### src/rtl/sgs_pkg.sv
// Shared types, codes and defaults for the swing gate sequencer.
package sgs_pkg;

    localparam int unsigned DWELL_BITS_DEFAULT = 16;
    localparam int unsigned DWELL_TICKS_WIDTH = 16;
    localparam logic [DWELL_TICKS_WIDTH-1:0] DWELL_TICKS_RESET = 16'd1000;

    typedef enum logic [1:0] {
        PH_OPEN  = 2'd0,
        PH_WAIT  = 2'd1,
        PH_CLOSE = 2'd2,
        PH_STOP  = 2'd3
    } phase_t;

    typedef enum logic [1:0] {
        MOT_STOP  = 2'd0,
        MOT_OPEN  = 2'd1,
        MOT_CLOSE = 2'd2
    } motor_t;

    typedef enum logic [2:0] {
        DISP_IDLE     = 3'd0,
        DISP_A        = 3'd1,
        DISP_B        = 3'd2,
        DISP_BOTH     = 3'd3,
        DISP_NO_ENTRY = 3'd4,
        DISP_A_ACTIVE = 3'd5,
        DISP_B_ACTIVE = 3'd6,
        DISP_OBSTRUCT = 3'd7
    } disp_t;

    typedef enum logic [1:0] {
        FLT_NONE   = 2'd0,
        FLT_SIDE_A = 2'd1,
        FLT_SIDE_B = 2'd2
    } fault_t;

    typedef struct packed {
        logic       entry_req_a;
        logic       entry_req_b;
        logic [2:0] mode_switches;
        logic [4:0] beams;
        logic [3:0] limits;
    } item_t;

    typedef struct packed {
        logic [1:0] motor_command;
        logic [2:0] display_mode;
        logic [1:0] fault_event;
    } result_t;

endpackage

### src/rtl/swing_gate_sequencer.sv
// Top level of the swing gate sequencer: handshakes, dwell register, result register.
//
//   Channel   Direction  Handshake                    Payload
//   item      in         item_valid / item_ready      sgs_pkg::item_t (one control tick)
//   result    out        result_valid / result_ready  sgs_pkg::result_t (one per tick)
//   cfg       in         cfg_valid / cfg_ready        cfg_data, the dwell_ticks register
//
// Every accepted tick transaction produces exactly one result transaction.
// A tick is decided in the cycle it is accepted and its result appears in
// the result register on the next cycle, so one tick per cycle is sustained while results drain.
// The throughput is set only by the single result register: a new tick is
// taken whenever that register is empty or is being drained in the same cycle.
// Reset is asynchronous and active low; it loads the dwell register with 1000
// and puts the gate in the open phase with the motor commanded to open.
// A stalled result holds the input side off; configuration writes are always taken.
module swing_gate_sequencer #(
    parameter int unsigned DWELL_BITS = sgs_pkg::DWELL_BITS_DEFAULT
) (
    input  logic                                  clk,
    input  logic                                  rst_n,
    input  logic                                  item_valid,
    output logic                                  item_ready,
    input  sgs_pkg::item_t                        item,
    output logic                                  result_valid,
    input  logic                                  result_ready,
    output sgs_pkg::result_t                      result,
    input  logic                                  cfg_valid,
    output logic                                  cfg_ready,
    input  logic [sgs_pkg::DWELL_TICKS_WIDTH-1:0] cfg_data
);

    logic [sgs_pkg::DWELL_TICKS_WIDTH-1:0] dwell_reg;
    logic                                  result_valid_reg;
    sgs_pkg::result_t                      result_reg;
    sgs_pkg::result_t                      tick_result;
    logic                                  item_take;

    // The dwell register can be written in any cycle.
    assign cfg_ready = 1'b1;

    // A tick is accepted when the result register is free or being emptied now.
    assign item_ready = !result_valid_reg || result_ready;
    assign item_take  = item_valid && item_ready;

    always_ff @(posedge clk or negedge rst_n)
    begin
        if (!rst_n)
            dwell_reg <= sgs_pkg::DWELL_TICKS_RESET;
        else if (cfg_valid && cfg_ready)
            dwell_reg <= cfg_data;
    end

    // The core updates its state on every accepted tick and presents the
    // tick's outcome combinationally for capture in the result register.
    sgs_core #(
        .DWELL_BITS (DWELL_BITS)
    ) u_core (
        .clk         (clk),
        .rst_n       (rst_n),
        .step        (item_take),
        .item        (item),
        .dwell_ticks (dwell_reg),
        .result      (tick_result)
    );

    always_ff @(posedge clk or negedge rst_n)
    begin
        if (!rst_n)
            result_valid_reg <= 1'b0;
        else if (item_take)
            result_valid_reg <= 1'b1;
        else if (result_ready)
            result_valid_reg <= 1'b0;
    end

    // The payload register needs no reset; it is qualified by the valid flag.
    always_ff @(posedge clk)
    begin
        if (item_take)
            result_reg <= tick_result;
    end

    assign result_valid = result_valid_reg;
    assign result       = result_reg;

`ifndef SYNTH
    // Every accepted tick must show up as a pending result on the next cycle.
    assert property (@(posedge clk) disable iff (!rst_n)
        item_valid && item_ready |=> result_valid)
        else $error("accepted tick produced no result");

    // The motor command is always one of the three defined commands.
    assert property (@(posedge clk) disable iff (!rst_n)
        result_valid |-> (result.motor_command == sgs_pkg::MOT_STOP ||
                          result.motor_command == sgs_pkg::MOT_OPEN ||
                          result.motor_command == sgs_pkg::MOT_CLOSE))
        else $error("undefined motor command");

    // A fault pulse always carries one of the two defined side codes.
    assert property (@(posedge clk) disable iff (!rst_n)
        result_valid && result.fault_event != sgs_pkg::FLT_NONE |->
            (result.fault_event == sgs_pkg::FLT_SIDE_A ||
             result.fault_event == sgs_pkg::FLT_SIDE_B))
        else $error("undefined fault code");
`endif

endmodule

### src/rtl/sgs_core.sv
// Gate sequencer state and the per-tick decision logic.
module sgs_core #(
    parameter int unsigned DWELL_BITS = sgs_pkg::DWELL_BITS_DEFAULT
) (
    input  logic                                       clk,
    input  logic                                       rst_n,
    input  logic                                       step,
    input  sgs_pkg::item_t                             item,
    input  logic [sgs_pkg::DWELL_TICKS_WIDTH-1:0]      dwell_ticks,
    output sgs_pkg::result_t                           result
);

    localparam int unsigned CMP_W = (DWELL_BITS > sgs_pkg::DWELL_TICKS_WIDTH) ?
                                    DWELL_BITS : sgs_pkg::DWELL_TICKS_WIDTH;
    localparam logic [CMP_W-1:0] CNT_MAX = CMP_W'((64'd1 << DWELL_BITS) - 64'd1);

    sgs_pkg::phase_t       phase_reg, phase_next;
    sgs_pkg::motor_t       motor_reg, motor_next;
    sgs_pkg::disp_t        shown_reg, shown_next;
    sgs_pkg::fault_t       fault_code;
    logic                  lock_reg, lock_next;
    logic                  side_reg, side_next;
    logic                  pend_a_reg, pend_a_next;
    logic                  pend_b_reg, pend_b_next;
    logic [DWELL_BITS-1:0] cnt_reg, cnt_next;

    logic             obstruct;
    logic             a_ext;
    logic             b_ext;
    logic [CMP_W-1:0] dwell_ext;
    logic [CMP_W-1:0] dwell_limit;

    assign a_ext    = item.beams[0];
    assign b_ext    = item.beams[4];
    assign obstruct = !item.beams[1] || !item.beams[2] || !item.beams[3];

    // The limit is clamped to the counter range so the counter never wraps.
    assign dwell_ext   = CMP_W'(dwell_ticks);
    assign dwell_limit = (dwell_ext > CNT_MAX) ? CNT_MAX : dwell_ext;

    always_comb
    begin
        phase_next  = phase_reg;
        motor_next  = motor_reg;
        shown_next  = shown_reg;
        lock_next   = lock_reg;
        side_next   = side_reg;
        pend_a_next = pend_a_reg || item.entry_req_a;
        pend_b_next = pend_b_reg || item.entry_req_b;
        cnt_next    = cnt_reg;
        fault_code  = sgs_pkg::FLT_NONE;

        if (phase_reg == sgs_pkg::PH_WAIT)
        begin
            if (!obstruct)
            begin
                motor_next = sgs_pkg::MOT_CLOSE;
                phase_next = sgs_pkg::PH_CLOSE;
            end
        end
        else
        begin
            if (item.mode_switches[0])
                shown_next = sgs_pkg::DISP_A;
            if (item.mode_switches[1])
                shown_next = sgs_pkg::DISP_B;
            if (item.mode_switches[2])
                shown_next = sgs_pkg::DISP_BOTH;
            if (item.mode_switches == 3'b000)
            begin
                pend_a_next = 1'b0;
                pend_b_next = 1'b0;
                shown_next  = sgs_pkg::DISP_NO_ENTRY;
            end
            if (obstruct)
            begin
                pend_a_next = 1'b0;
                pend_b_next = 1'b0;
                shown_next  = sgs_pkg::DISP_OBSTRUCT;
            end

            // Side A request; its far beam is B external.
            if (pend_a_next && (item.mode_switches[0] || item.mode_switches[2]) && !obstruct)
            begin
                pend_a_next = 1'b0;
                if (!lock_next)
                begin
                    lock_next = (phase_next != sgs_pkg::PH_STOP);
                    if (!b_ext)
                        fault_code = sgs_pkg::FLT_SIDE_A;
                    else
                    begin
                        cnt_next   = '0;
                        motor_next = sgs_pkg::MOT_OPEN;
                        phase_next = sgs_pkg::PH_OPEN;
                        side_next  = 1'b0;
                    end
                end
            end

            // Side B request; a side A fault in the same tick takes precedence.
            if (pend_b_next && (item.mode_switches[1] || item.mode_switches[2]) && !obstruct)
            begin
                pend_b_next = 1'b0;
                if (!lock_next)
                begin
                    lock_next = (phase_next != sgs_pkg::PH_STOP);
                    if (!a_ext)
                    begin
                        if (fault_code == sgs_pkg::FLT_NONE)
                            fault_code = sgs_pkg::FLT_SIDE_B;
                    end
                    else
                    begin
                        cnt_next   = '0;
                        motor_next = sgs_pkg::MOT_OPEN;
                        phase_next = sgs_pkg::PH_OPEN;
                        side_next  = 1'b1;
                    end
                end
            end

            if (phase_next == sgs_pkg::PH_OPEN && item.limits[0] && item.limits[1])
            begin
                motor_next = sgs_pkg::MOT_STOP;
                shown_next = side_next ? sgs_pkg::DISP_B_ACTIVE : sgs_pkg::DISP_A_ACTIVE;
                if (CMP_W'(cnt_next) < dwell_limit)
                begin
                    cnt_next = cnt_next + DWELL_BITS'(1);
                    if (side_next ? !a_ext : !b_ext)
                    begin
                        if (obstruct)
                            phase_next = sgs_pkg::PH_WAIT;
                        else
                        begin
                            motor_next = sgs_pkg::MOT_CLOSE;
                            phase_next = sgs_pkg::PH_CLOSE;
                        end
                    end
                end
                else
                begin
                    motor_next = sgs_pkg::MOT_CLOSE;
                    phase_next = sgs_pkg::PH_CLOSE;
                end
            end
        end

        // Close and stop checks; they do nothing while the phase is still wait.
        if (phase_next == sgs_pkg::PH_CLOSE)
        begin
            if (item.limits[2] && item.limits[3])
            begin
                lock_next  = 1'b0;
                motor_next = sgs_pkg::MOT_STOP;
                phase_next = sgs_pkg::PH_STOP;
            end
            if (obstruct && !item.limits[0] && !item.limits[1])
            begin
                cnt_next   = '0;
                motor_next = sgs_pkg::MOT_OPEN;
                phase_next = sgs_pkg::PH_OPEN;
            end
        end
        if (phase_next == sgs_pkg::PH_STOP)
        begin
            if (!item.limits[2] && !item.limits[3])
            begin
                motor_next = sgs_pkg::MOT_CLOSE;
                phase_next = sgs_pkg::PH_CLOSE;
            end
        end

        result.motor_command = motor_next;
        result.display_mode  = shown_next;
        result.fault_event   = fault_code;
    end

    always_ff @(posedge clk or negedge rst_n)
    begin
        if (!rst_n)
        begin
            phase_reg  <= sgs_pkg::PH_OPEN;
            motor_reg  <= sgs_pkg::MOT_OPEN;
            shown_reg  <= sgs_pkg::DISP_IDLE;
            lock_reg   <= 1'b0;
            side_reg   <= 1'b0;
            pend_a_reg <= 1'b0;
            pend_b_reg <= 1'b0;
            cnt_reg    <= '0;
        end
        else if (step)
        begin
            phase_reg  <= phase_next;
            motor_reg  <= motor_next;
            shown_reg  <= shown_next;
            lock_reg   <= lock_next;
            side_reg   <= side_next;
            pend_a_reg <= pend_a_next;
            pend_b_reg <= pend_b_next;
            cnt_reg    <= cnt_next;
        end
    end

endmodule
### config.mk
export PLATFORM = sky130hd
export DESIGN_NAME = swing_gate_sequencer
export DESIGN_NICKNAME = d
export VERILOG_FILES = /design/src/rtl/sgs_pkg.sv /design/src/rtl/swing_gate_sequencer.sv /design/src/rtl/sgs_core.sv
export SDC_FILE = /design/constraint.sdc
export NUM_CORES = 1
export LEC_CHECK = 0
export BUFFER_PORTS_ARGS = -buffer_cell sky130_fd_sc_hd__buf_4
export CORE_AREA = 4 4 80 82
export CTS_CLUSTER_SIZE = 20
export DETAILED_ROUTE_END_ITERATION = 16
export DIE_AREA = 0 0 84 86
export GPL_TIMING_DRIVEN = 0
export PLACE_DENSITY = 0.88
export SLEW_MARGIN = 20
export SYNTH_ARGS = -nofsm -noshare
export SYNTH_HDL_FRONTEND = slang
export SYNTH_SLANG_ARGS = --single-unit
### constraint.sdc
create_clock -name clk -period 6.4 [get_ports clk]
set_input_delay 0.96 -clock clk [delete_from_list [all_inputs] [get_ports clk]]
set_output_delay 0.96 -clock clk [all_outputs]
set_load 0.02 [all_outputs]
# After elaboration in Yosys (flattened, before gate mapping)

Index checks and enable logic that the tools add are counted.

Reduce and logical (&&, ||, !) cells: 34
Order comparisons: 2
$add $sub $neg: 1
Mux-type cells: 93
Bitwise operators: 1
Equality and inequality tests: 5

Operators with widths:

| kind                                                 | count |
|---|---|
| two-way mux 16 bit                                   | 13 |
| two-way mux 2 bit                                    | 44 |
| two-way mux 1 bit                                    | 29 |
| two-way mux 3 bit                                    | 7 |
| adder 16 x 1 -> 16 bit (second input constant)       | 1 |
| > comparator 16 bit (second input constant)          | 1 |
| less-than comparator 16 bit                          | 1 |
| logical AND 1 bit                                    | 11 |
| logical NOT 1 bit                                    | 11 |
| logical OR 1 bit                                     | 7 |
| equality test 2 bit (second input constant)          | 2 |
| logical NOT 2 bit                                    | 2 |
| inequality test 2 bit (second input constant)        | 2 |
| logical NOT 3 bit                                    | 1 |
| equality test 2 x 1 -> 1 bit (second input constant) | 1 |
| AND reduction 2 bit                                  | 1 |
| nonzero test 2 bit                                   | 1 |
| inverter 1 bit                                       | 1 |

Register bits after elaboration: 51
Output and inout port bits: 10
Word-level logic and storage cells: 149
Input bits: 35

# Logic depth before layout (Yosys ltp)

Gate-level depths: netlist of run 1.

Depth after elaboration: 23
Mapped depth: 16
Depth with buffers taken out: 12

# By module

A second synthesis of run 1 with hierarchy kept.

Cell total of the unflattened synthesis: 367
Area total of the unflattened synthesis: 3444.6 um2

By module, submodules not included:

| module               | seq. area each (um2) | cells an instance | area an instance (um2) | times used |
|---|---|---|---|---|
| sgs_core             | 676.9                | 320               | 2522.4                 | 1 |
| swing_gate_sequencer | 643.1                | 47                | 922.1                  | 1 |

# Least setup slack after synthesis of run 1

No wires, ideal clock.

Kind: input -> register
From: input port item[11] (netlist name)
To: register u_core.motor_reg[1]
Library setup time: 82 ps
Path buffers: 3
Data required time: 6318 ps
Arrival: 4074 ps
Slack: 2244 ps
Stages: 15
Cells stage by stage: buf_6 > o221ai_1 > a21oi_1 > o21ai_1 > clkbuf_1 > clkbuf_1 > and2_1 > ha_1 > and4_1 > nor2b_1 > o31ai_1 > o221ai_2 > o41a_1 > or3_1 > a31oi_1

Word-level cells in the longest chain between the ends: 22
Elaborated cells between the ends (all ways): 58
Those cells by class: 1 x order compare; 2 x eq/ne; 45 x mux; 10 x reduce/logical

RTL lines:

| what                                                                 | line                       | RTL |
|---|---|---|
| start: declaration                                                   | swing_gate_sequencer.sv:23 | `input sgs_pkg::item_t item,` |
| branches (longest 21 deep; another with less-than comparator 16 bit) | n/a                        |  |
| two-way mux 2 bit *                                                  | sgs_core.sv:165            | `if (phase_next == sgs_pkg::PH_STOP)` |
| end signal: assignment                                               | sgs_core.sv:184            | `motor_reg <= sgs_pkg::MOT_OPEN;` |
| end signal: assignment                                               | sgs_core.sv:195            | `motor_reg <= motor_next;` |
| end: declaration                                                     | sgs_core.sv:18             | `sgs_pkg::motor_t motor_reg, motor_next;` |

Mark *: on every way between the ends. The select of a mux whose other input is x is not followed.
A chain may end at the register's enable or synchronous reset.

# Worst setup path after layout of run 1

From: input port item[10] (netlist name)
To: register u_core.cnt_reg[2]

Word-level cells in the longest chain between the ends: 19
Elaborated cells between the ends (all ways): 46
Those cells by class: 1 x add/sub; 1 x order compare; 1 x eq/ne; 34 x mux; 9 x reduce/logical

RTL lines:

| what                                                            | line            | RTL |
|---|---|---|
| branches (longest 18 deep; another with adder 16 x 1 -> 16 bit) | n/a             |  |
| two-way mux 16 bit *                                            | sgs_core.sv:150 | `if (phase_next == sgs_pkg::PH_CLOSE)` |
| end signal: assignment                                          | sgs_core.sv:201 | `cnt_reg <= cnt_next;` |
| end: declaration                                                | sgs_core.sv:25  | `logic [DWELL_BITS-1:0] cnt_reg, cnt_next;` |

Marked as above.

==> results.yml, run 1 <==
power:
  p_seq_share_pct: 43.0
  powerDensity_nw_per_um2: 260
  internal_power_uw: 628
  combPwrFrac_pct: 36.3
  p_sw_uw: 364
  leakage_uw: 0.00171
  p_sw_share_pct: 36.7
  clkPwrFrac_pct: 20.7
  peakVddDrop_uv: 189
  finalPower_uw: 992
sta:
  slew_violations: 0
  fin_skew_ps: 7.87
  max_slew.worst_pin.slew_ps: 898
  finalCriticalPeriod_ps: 4840
  setup_tns_ps: 0
  fmax_mhz: 207
  rsz0062_at_grt: "false"
  max-slew-margin-rel_pct: 40.1
  worst_slack_ps: 1560
  hold_viol: 0
  finalSetupViolCount: 0
  fin_hold_ws_ps: 483
  fin_crit_sh_pct: 75.6
setup_path:
  end_kind: "register"
  reg2reg_slack_ps: 1950
  regToRegEndpoint: "u_core.cnt_reg[2]"
  rr_worst_depth: 15
  path_max_fanout: 10
  crit_type: "in2reg"
  crit_arrival_ps: 5030
  cp_data_required_time_ps: 6600
  worstSetupStartpointType: "input pin"
  worstReg2RegStart: "u_core.pend_a_reg"
detailed_routing:
  first_pass_iters: 5
  drt-met1-wl_microns: 3620
  maxUsedRoutingLayer: "met4"
  drcViolationCount: 0
  met3_length_microns: 474
  routed-wl-met2_microns: 4240
  wire_per_inst_microns: 16.7
  vias_per_cell: 6.11
  antenna_left: 0
  wl_microns: 8500
  drt-initial-drc-count: 301
  vias: 3104
place:
  place_hpwl_microns: 6280
  numPortBuffers: 42
  gp_congestion: 0.889
  place_area_sq_um: 3710
  post-place-ws_ps: 1280
yosys:
  ys_async_sr_fraction_pct: 86.3
  synth_edf_count: 7
  netlist_area_sq_um: 3310
  synth.distinct_cells: 60
  synth_ff_type: "dfrtp_1"
  synth_seq_cells: 51
  synth_area_leader_cell: "dfrtp_1"
  synth.top_cell.area_share_pct: 28.0
  ys_top_cells_by_area: "dfrtp_1, edfxtp_1, ha_1"
  ys_seq_area_share_pct: 39.9
  syn_inst: 383
  synth.avg_cell_area_sq_um: 8.63
  ys.warnings.count: 0
  synth_nets: 434
clocking:
  post-cts-setup-buffers: 0
  cts_resized: 0
  tritoncts: "built"
  htree_num_levels: 2
  cts_hold_buf: 0
  clk_pin_slew_ps: 90
  clock_path_buffers: 2
  clock_sinks: 51
  cts-root-buf: "clkbuf_8"
  cts-buffers-inserted: 5
  clk-insertion-delay-late_ps: 310
floorplanning:
  core_sq_um: 5750
  io_pins: 45
  die_area_sq_um: 7220
  die_y_microns: 86
  std_cell_rows: 28
  fp.dieW_microns: 84
  start_util_pct: 57.5
worst_hold_path:
  min-delay-start: "u_core.motor_reg[0]"
  min_path_cells: 2
  hold_class: "reg2reg"
  holdPathEnd: "u_core.motor_reg[0]"
cells_and_area:
  fin_nets: 483
  fin_area_sq_um: 3810
  fill_cells: 487
  synthToLayoutAreaGrowth_pct: 15.4
  n_antenna_cell: 0
  drive_gt1_share_pct: 17.6
grt:
  grt_max_degree: 45
  antenna_found_initial: 0
  track_usage_pct: 24.0
  grt_overflow: 0
  grt_pass1_wl_microns: 14000
  grt_pass1_vias: 2980
status:
  status: "complete, no violations"
job:
  drv_cap: 0
==> stage by stage <==
stage                     util, %  std cells
after floorplan                 -        383
after global placement       64.7        500
after detailed placement     64.7        500
after CTS                    66.4        508
after global routing         66.4        508
final                        66.4        508
==> synth_stat cells (all sizes together) (4+ instances only) <==
library cell,n
nand2,50
nand4,9
a31oi,9
inv,19
and2,17
and3,4
dfrtp,37
nor3,13
edfxtp,7
o21a,6
mux2i,4
nand3,8
a21oi,24
o21ai,40
ha,16
nor2,28
dfstp,7
clkbuf,15
a21o,5
nor4,7
nor2b,4
==> layout by cell type (no fill, tap or decap), types with 5 or more instances in the layout <==
cell      count
a21o_1        5
a31oi_1       9
edfxtp_1      7
dfstp_2       7
nand3_1       8
clkbuf_8      7
nor3_1       13
clkbuf_1     16
a21oi_1      23
and2_1       17
dfrtp_1      37
buf_4        43
nor4_1        5
nor2_1       28
o21a_1        6
o21ai_0      38
nand4_1       9
nand2_1      50
ha_1         16
inv_1        19
==> cells by family after synthesis <==
group / synth area share [%]
AO/OA/AOI/OAI: 23.6
XOR/XNOR: 0.530
adder cells (fa/ha/maj): 6.06
buffers and inverters: 4.58
flip-flops: 39.9
multiplexers: 1.89
other: 0.113
AND/OR/NAND/NOR: 23.3
==> cell type report <==
class | count | area (sq um) | share of cell area [%]
inverter | 19 | 71.3 | 1.87
buffer | 18 | 80.1 | 2.10
tap | 75 | 93.8 | 2.46
multi-input combinational | 295 | 1830 | 48.1
sequential | 51 | 1320 | 34.6
timing repair buffer | 42 | 315 | 8.26
clock buffer | 8 | 100 | 2.62
==> worst max path at each step <==
stage             start                   to  slack, ps  cells after the start
2_1_floorplan  item[11]  u_core.motor_reg[1]       2240                     15
3_3_place_gp   item[10]    u_core.cnt_reg[2]       1470                     16
3_5_place_dp   item[10]    u_core.cnt_reg[2]       1280                     16
4_1_cts        item[10]    u_core.cnt_reg[2]       1630                     16
5_1_grt        item[10]    u_core.cnt_reg[7]       1240                     15
6_report       item[10]    u_core.cnt_reg[2]       1560                     16
==> per-layer routing <==
metal	track usage (%)	up-vias
li1	-	1490
met1	31.4	1492
met4	8.77	0
met3	4.13	16
met2	40.1	106
met5	0	-
==> power by group through the flow <==
stage	clock network [uW]	registers, uW	logic (uW)
final	206	426	360
after global routing	223	432	401
after CTS	208	425	355
after detailed placement	0	430	350
after global placement	0	428	336
after floorplan	0	432	237
==> critical path, cell delays in order <==
cell	delay, ps
buf_4	130
o221ai_1	280
a21oi_1	140
o21ai_1	350
clkbuf_1	410
clkbuf_1	330
and2_1	210
ha_1	250
and4_1	200
nor2b_1	140
o31ai_1	270
o221ai_2	250
buf_2	260
nor2_1	370
o21ai_0	160
a32o_1	310
No activity file was read; power rests on OpenSTA's default activity.
==> run 2, diff against run 1 <==
--- a/config.mk
+++ b/config.mk
@@ -6,12 +6,12 @@
 export NUM_CORES = 1
 export LEC_CHECK = 0
 export BUFFER_PORTS_ARGS = -buffer_cell sky130_fd_sc_hd__buf_4
-export CORE_AREA = 4 4 80 82
+export CORE_AREA = 4 4 85 87
 export CTS_CLUSTER_SIZE = 20
 export DETAILED_ROUTE_END_ITERATION = 16
-export DIE_AREA = 0 0 84 86
+export DIE_AREA = 0 0 89 91
 export GPL_TIMING_DRIVEN = 0
-export PLACE_DENSITY = 0.88
+export PLACE_DENSITY = 0.83
 export SLEW_MARGIN = 20
 export SYNTH_ARGS = -nofsm -noshare
 export SYNTH_HDL_FRONTEND = slang
==> constraint.sdc (replaced) <==
create_clock -name clk -period 4 [get_ports clk]
set_input_delay 0.6 -clock clk [delete_from_list [all_inputs] [get_ports clk]]
set_output_delay 0.6 -clock clk [all_outputs]
set_load 0.02 [all_outputs]
==> results.yml, run 2 (synthesis gave the netlist of run 1 again) <==
grt:
  antenna_found_initial: 0
  grt_max_degree: 45
  grt_pass1_wl_microns: 14100
  track_usage_pct: 21.8
  grt_overflow: 0
  grt_pass1_vias: 3003
place:
  place_hpwl_microns: 6270
  gp_congestion: 0.863
  numPortBuffers: 42
  post-place-ws_ps: -702
  place_inst: 502
sta:
  slew_violations: 0
  worst_slack_ps: 120
  fin_hold_ws_ps: 288
  hold_viol: 0
  rsz0062_at_grt: "true"
  fin_crit_sh_pct: 97.0
  fmax_mhz: 258
  setup_tns_ps: 0
  max_slew.worst_pin.slew_ps: 868
  finalSetupViolCount: 0
  fin_skew_ps: 11.1
  finalCriticalPeriod_ps: 3880
  max-slew-margin-rel_pct: 42.1
worst_hold_path:
  hold_class: "in2async"
clocking:
  clock_sinks: 51
  htree_num_levels: 2
  cts-root-buf: "clkbuf_8"
  tritoncts: "built"
  cts-buffers-inserted: 5
  clock_path_buffers: 2
  clk-insertion-delay-late_ps: 310
  clk_pin_slew_ps: 90
floorplanning:
  die_y_microns: 91
  core_sq_um: 6350
  std_cell_rows: 29
  fp.dieW_microns: 89
  start_util_pct: 52.1
  io_pins: 45
  die_area_sq_um: 8100
detailed_routing:
  antenna_left: 0
  wire_per_inst_microns: 16.9
  drt-met1-wl_microns: 3640
  wl_microns: 8600
  drcViolationCount: 0
  met3_length_microns: 505
  vias: 3162
  routed-wl-met2_microns: 4280
  drt-initial-drc-count: 293
  maxUsedRoutingLayer: "met4"
  first_pass_iters: 6
  vias_per_cell: 6.21
setup_path:
  path_depth: 14
  crit_type: "reg2reg"
  regToRegEndpoint: "result[6]"
  slowest_stage: "dfrtp_1"
  end_kind: "register"
  cpPeakStageDelay_ps: 420
  cp.buffers_inverters: 2
  crit_end: "result[6]"
  rr_worst_depth: 14
  critical_path.top_delay_family: "compound AO/OA/AOI/OAI gates"
  cp_data_required_time_ps: 4060
  crit_arrival_ps: 3940
  reg2reg_slack_ps: 120
  worstSetupStartpointType: "register"
  crit_path_start: "u_core.pend_a_reg"
  path_max_fanout: 14
  worstReg2RegStart: "u_core.pend_a_reg"
  path_cells: "o22a_1 -> a21oi_4 -> o21ai_4 -> clkbuf_2 -> and2_1 -> ha_1 -> o21ai_0 -> o22ai_1 -> nor4_2 -> o221ai_2 -> buf_4 -> o211a_1 -> o211ai_1 -> nand2_1"
power:
  leakage_uw: 0.00172
  clkPwrFrac_pct: 19.0
  internal_power_uw: 973
  combPwrFrac_pct: 37.3
  p_sw_uw: 588
  p_sw_share_pct: 37.7
  peakVddDrop_uv: 270
  powerDensity_nw_per_um2: 404
  p_seq_share_pct: 43.7
cells_and_area:
  final_cells: 509
  multi_input_area_sq_um: 1900
  layout_commonest_cell: "nand2_1"
  fill_cells: 528
  fin_nets: 482
  drive_gt1_share_pct: 19.7
  final_cell_mix: "nand2_1, buf_4, o21ai_0, dfrtp_1, nor2_1"
  synthToLayoutAreaGrowth_pct: 17.0
  n_antenna_cell: 0
  area.sequential_sq_um: 1320
status:
  status: "complete, no violations"
job:
  drv_cap: 0
run 2: power by group through the flow:
stage | clock, uW | sequential [uW] | combinational [uW]
6_report | 297 | 682 | 582
3_3_place_gp | 0 | 685 | 539
5_1_grt | 319 | 693 | 645
4_1_cts | 301 | 681 | 565
2_1_floorplan | 0 | 691 | 380
3_5_place_dp | 0 | 691 | 559
run 2: stage by stage:
step	utilization, %	area [sq um]	total power, uW
global placement	58.5	3720	1220
CTS	60.1	3820	1550
detailed placement	58.5	3720	1250
floorplan	-	3310	1070
finish	60.9	3870	1560
global route	60.9	3870	1660
run 2: layout make-up:
class / count / share of cell area, %
multi-input combinational: 295 / 49.0
sequential: 51 / 34.1
tap: 77 / 2.49
clock buffer: 7 / 1.97
timing repair buffer: 43 / 8.35
buffer: 16 / 2.07
clock inverter: 1 / 0.129
inverter: 19 / 1.84
run 2: metal layers:
metal	global-route usage, %	up-vias
met1	30.0	1533
met4	6.82	0
met2	35.6	121
met3	2.81	18
met5	0	-
li1	-	1490
run 2: worst min-delay path by stage:
stage,startpoint,end,slack (ps),cells after the start
2_1_floorplan,rst_n,dwell_reg[0],300,0
3_3_place_gp,u_core.shown_reg[0],u_core.shown_reg[0],460,2
3_5_place_dp,u_core.motor_reg[0],u_core.motor_reg[0],470,2
4_1_cts,rst_n,result_valid,300,1
5_1_grt,rst_n,u_core.cnt_reg[6],330,1
6_report,rst_n,u_core.cnt_reg[6],290,1
run 2: repair_timing:
item | CTS | global route
pin swaps | 0 | 2
cloned | 0 | 0
hold buffers | 0 | 0
buffers inserted | 0 | 1
gates resized for setup | 6 | 15
setup endpoints to repair | 22 | 22
==> run 3, diff against run 2 <==
--- a/config.mk
+++ b/config.mk
@@ -6,13 +6,14 @@
 export NUM_CORES = 1
 export LEC_CHECK = 0
 export BUFFER_PORTS_ARGS = -buffer_cell sky130_fd_sc_hd__buf_4
-export CORE_AREA = 4 4 85 87
+export CORE_AREA = 4 4 86 88
 export CTS_CLUSTER_SIZE = 20
 export DETAILED_ROUTE_END_ITERATION = 16
-export DIE_AREA = 0 0 89 91
+export DIE_AREA = 0 0 90 92
 export GPL_TIMING_DRIVEN = 0
-export PLACE_DENSITY = 0.83
+export PLACE_DENSITY = 0.84
 export SLEW_MARGIN = 20
 export SYNTH_ARGS = -nofsm -noshare
 export SYNTH_HDL_FRONTEND = slang
+export SYNTH_HIERARCHICAL = 1
 export SYNTH_SLANG_ARGS = --single-unit
==> results.yml, run 3 <==
floorplanning:
  fp.dieW_microns: 90
  die_area_sq_um: 8280
  die_y_microns: 92
  std_cell_rows: 30
  start_util_pct: 51.8
  core_sq_um: 6640
  io_pins: 45
sta:
  rsz0062_at_grt: "false"
  fin_skew_ps: 9.84
  setup_tns_ps: 0
  finalCriticalPeriod_ps: 3730
  max_slew.worst_pin.slew_ps: 758
  fin_hold_ws_ps: 284
  fin_crit_sh_pct: 93.2
  finalSetupViolCount: 0
  fmax_mhz: 268
  slew_violations: 0
  max-slew-margin-rel_pct: 49.3
  hold_viol: 0
setup_path:
  reg2reg_slack_ps: 270
  worstReg2RegStart: "u_core/phase_reg[0]"
  cpPeakStageDelay_ps: 450
  crit_arrival_ps: 3790
  slowest_stage: "dfrtp_1"
  path_max_fanout: 13
  end_kind: "register"
  regToRegEndpoint: "result[5]"
  cp_data_required_time_ps: 4060
  path_cells: "and2_2 -> o2111ai_4 -> a21o_4 -> clkbuf_2 -> and2_1 -> ha_1 -> nand4_1 -> nor4_2 -> nand4b_1 -> nand4_2 -> buf_6 -> o21ai_0 -> o31ai_1 -> nor2_1"
  rr_worst_depth: 14
  crit_type: "reg2reg"
  worstSetupStartpointType: "register"
  crit_end: "result[5]"
  crit_path_start: "u_core/phase_reg[0]"
clocking:
  clock_path_buffers: 2
  clock_sinks: 51
  htree_num_levels: 2
  clk-insertion-delay-late_ps: 310
  clk_pin_slew_ps: 90
  tritoncts: "built"
  cts-root-buf: "clkbuf_8"
  cts-buffers-inserted: 5
  cts_hold_buf: 0
yosys:
  synth.most_common_cell: "nand2_1"
  syn_inst: 367
  ys_seq_area_share_pct: 38.3
  synth.top_cell.area_share_pct: 26.9
  synth_area_leader_cell: "dfrtp_1"
  netlist_area_sq_um: 3440
  ys_top_cells_by_area: "dfrtp_1, edfxtp_1, ha_1"
  ys_async_sr_fraction_pct: 86.3
  synth.distinct_cells: 66
  synth_seq_cells: 51
  ys.warnings.count: 6
  yosys-top-cells-count: "nand2_1, dfrtp_1, nor2_1"
  synth_ff_type: "dfrtp_1"
  synth.avg_cell_area_sq_um: 9.39
  synth_nets: 418
  synth_edf_count: 7
grt:
  grt_overflow: 0
  grt_pass1_wl_microns: 14200
  grt_max_degree: 45
  track_usage_pct: 20.7
  grt_pass1_vias: 3059
  antenna_found_initial: 0
detailed_routing:
  antenna_left: 0
  wire_per_inst_microns: 16.9
  first_pass_iters: 5
  drcViolationCount: 0
  wl_microns: 8420
  vias_per_cell: 6.13
  vias: 3059
  drt-initial-drc-count: 187
place:
  gp_congestion: 0.887
  place_hpwl_microns: 6060
  numPortBuffers: 42
  place_area_sq_um: 3860
power:
  leakage_uw: 0.00174
  finalPower_uw: 1560
  powerDensity_nw_per_um2: 388
  peakVddDrop_uv: 189
cells_and_area:
  n_antenna_cell: 0
  drive_gt1_share_pct: 25.8
  layout_commonest_cell: "buf_4"
  synthToLayoutAreaGrowth_pct: 16.6
  fin_nets: 469
  fill_cells: 539
  final_cell_mix: "buf_4, nand2_1, dfrtp_1"
  fin_area_sq_um: 4020
  post-route-util_pct: 60.5
status:
  status: "complete, no violations"
job:
  drv_cap: 0
worst_hold_path:
  hold_class: "in2async"
==> run 3: final cells by class <==
| type | instances | area [sq um] | area share [%] |
|---|---|---|---|
| Buffer | 13 | 87.6 | 2.18 |
| Clock buffer | 5 | 68.8 | 1.71 |
| Clock inverter | 3 | 38.8 | 0.965 |
| Inverter | 24 | 90.1 | 2.24 |
| Multi-Input combinational cell | 278 | 1970 | 49.1 |
| Sequential cell | 51 | 1320 | 32.9 |
| Tap cell | 80 | 100 | 2.49 |
| Timing Repair Buffer | 45 | 338 | 8.41 |
==> run 3: how the worst min path moves through the flow <==
stage | end | slack (ps)
floorplan | dwell_reg[0] | 300
global placement | u_core/shown_reg[0] | 460
detailed placement | u_core/shown_reg[0] | 460
CTS | u_core/cnt_reg[5] | 300
global route | dwell_reg[12] | 330
finish | dwell_reg[12] | 280
==> run 3: kinds of logic (layout without fill, tap and decap cells) <==
logic type      after synthesis  in the layout  synth area share, %
compound gates               93             93                 19.9
fa+ha+maj                    16             16                 5.81
buf+inv                      38             90                 5.27
flops                        51             51                 38.3
mux                          22             22                 8.06
other cells                   1              1                0.109
simple gates                146            146                 22.5
==> run 3: routing by layer <==
layer  routed length (microns)  track usage [%]  vias up  part of all wire, %
li1                          -                -     1439                    -
met4                       206             8.80        0                  2.4
met2                      4160             34.3      132                   49
met5                         0                0        -                    0
met1                      3490             26.5     1460                   41
met3                       555             4.02       28                  6.6
==> run 3: power by group <==
group	internal, uW	switching (uW)	total (uW)
clock	183	173	356
sequential	623	61.2	684
combinational	211	309	520
==> run 3: per-stage QoR <==
stage,cells,setup slack (ps)
floorplan,367,236
global placement,489,-304
detailed placement,489,-381
CTS,497,15.2
global route,499,65.9
finish,499,272
==> run 3: repair_timing <==
item	4_1_cts	5_1_grt
gates resized for setup	2	5
pin swaps	0	3
setup buffers	0	3
endpoints found under the setup margin	8	22
==> run 3: critical path: cells and delay by family (launching register included) <==
family,cells,cell delay (ps)
flops,1,450
fa+ha+maj,1,290
compound gates,4,1040
buf+inv,2,360
simple gates,7,1330
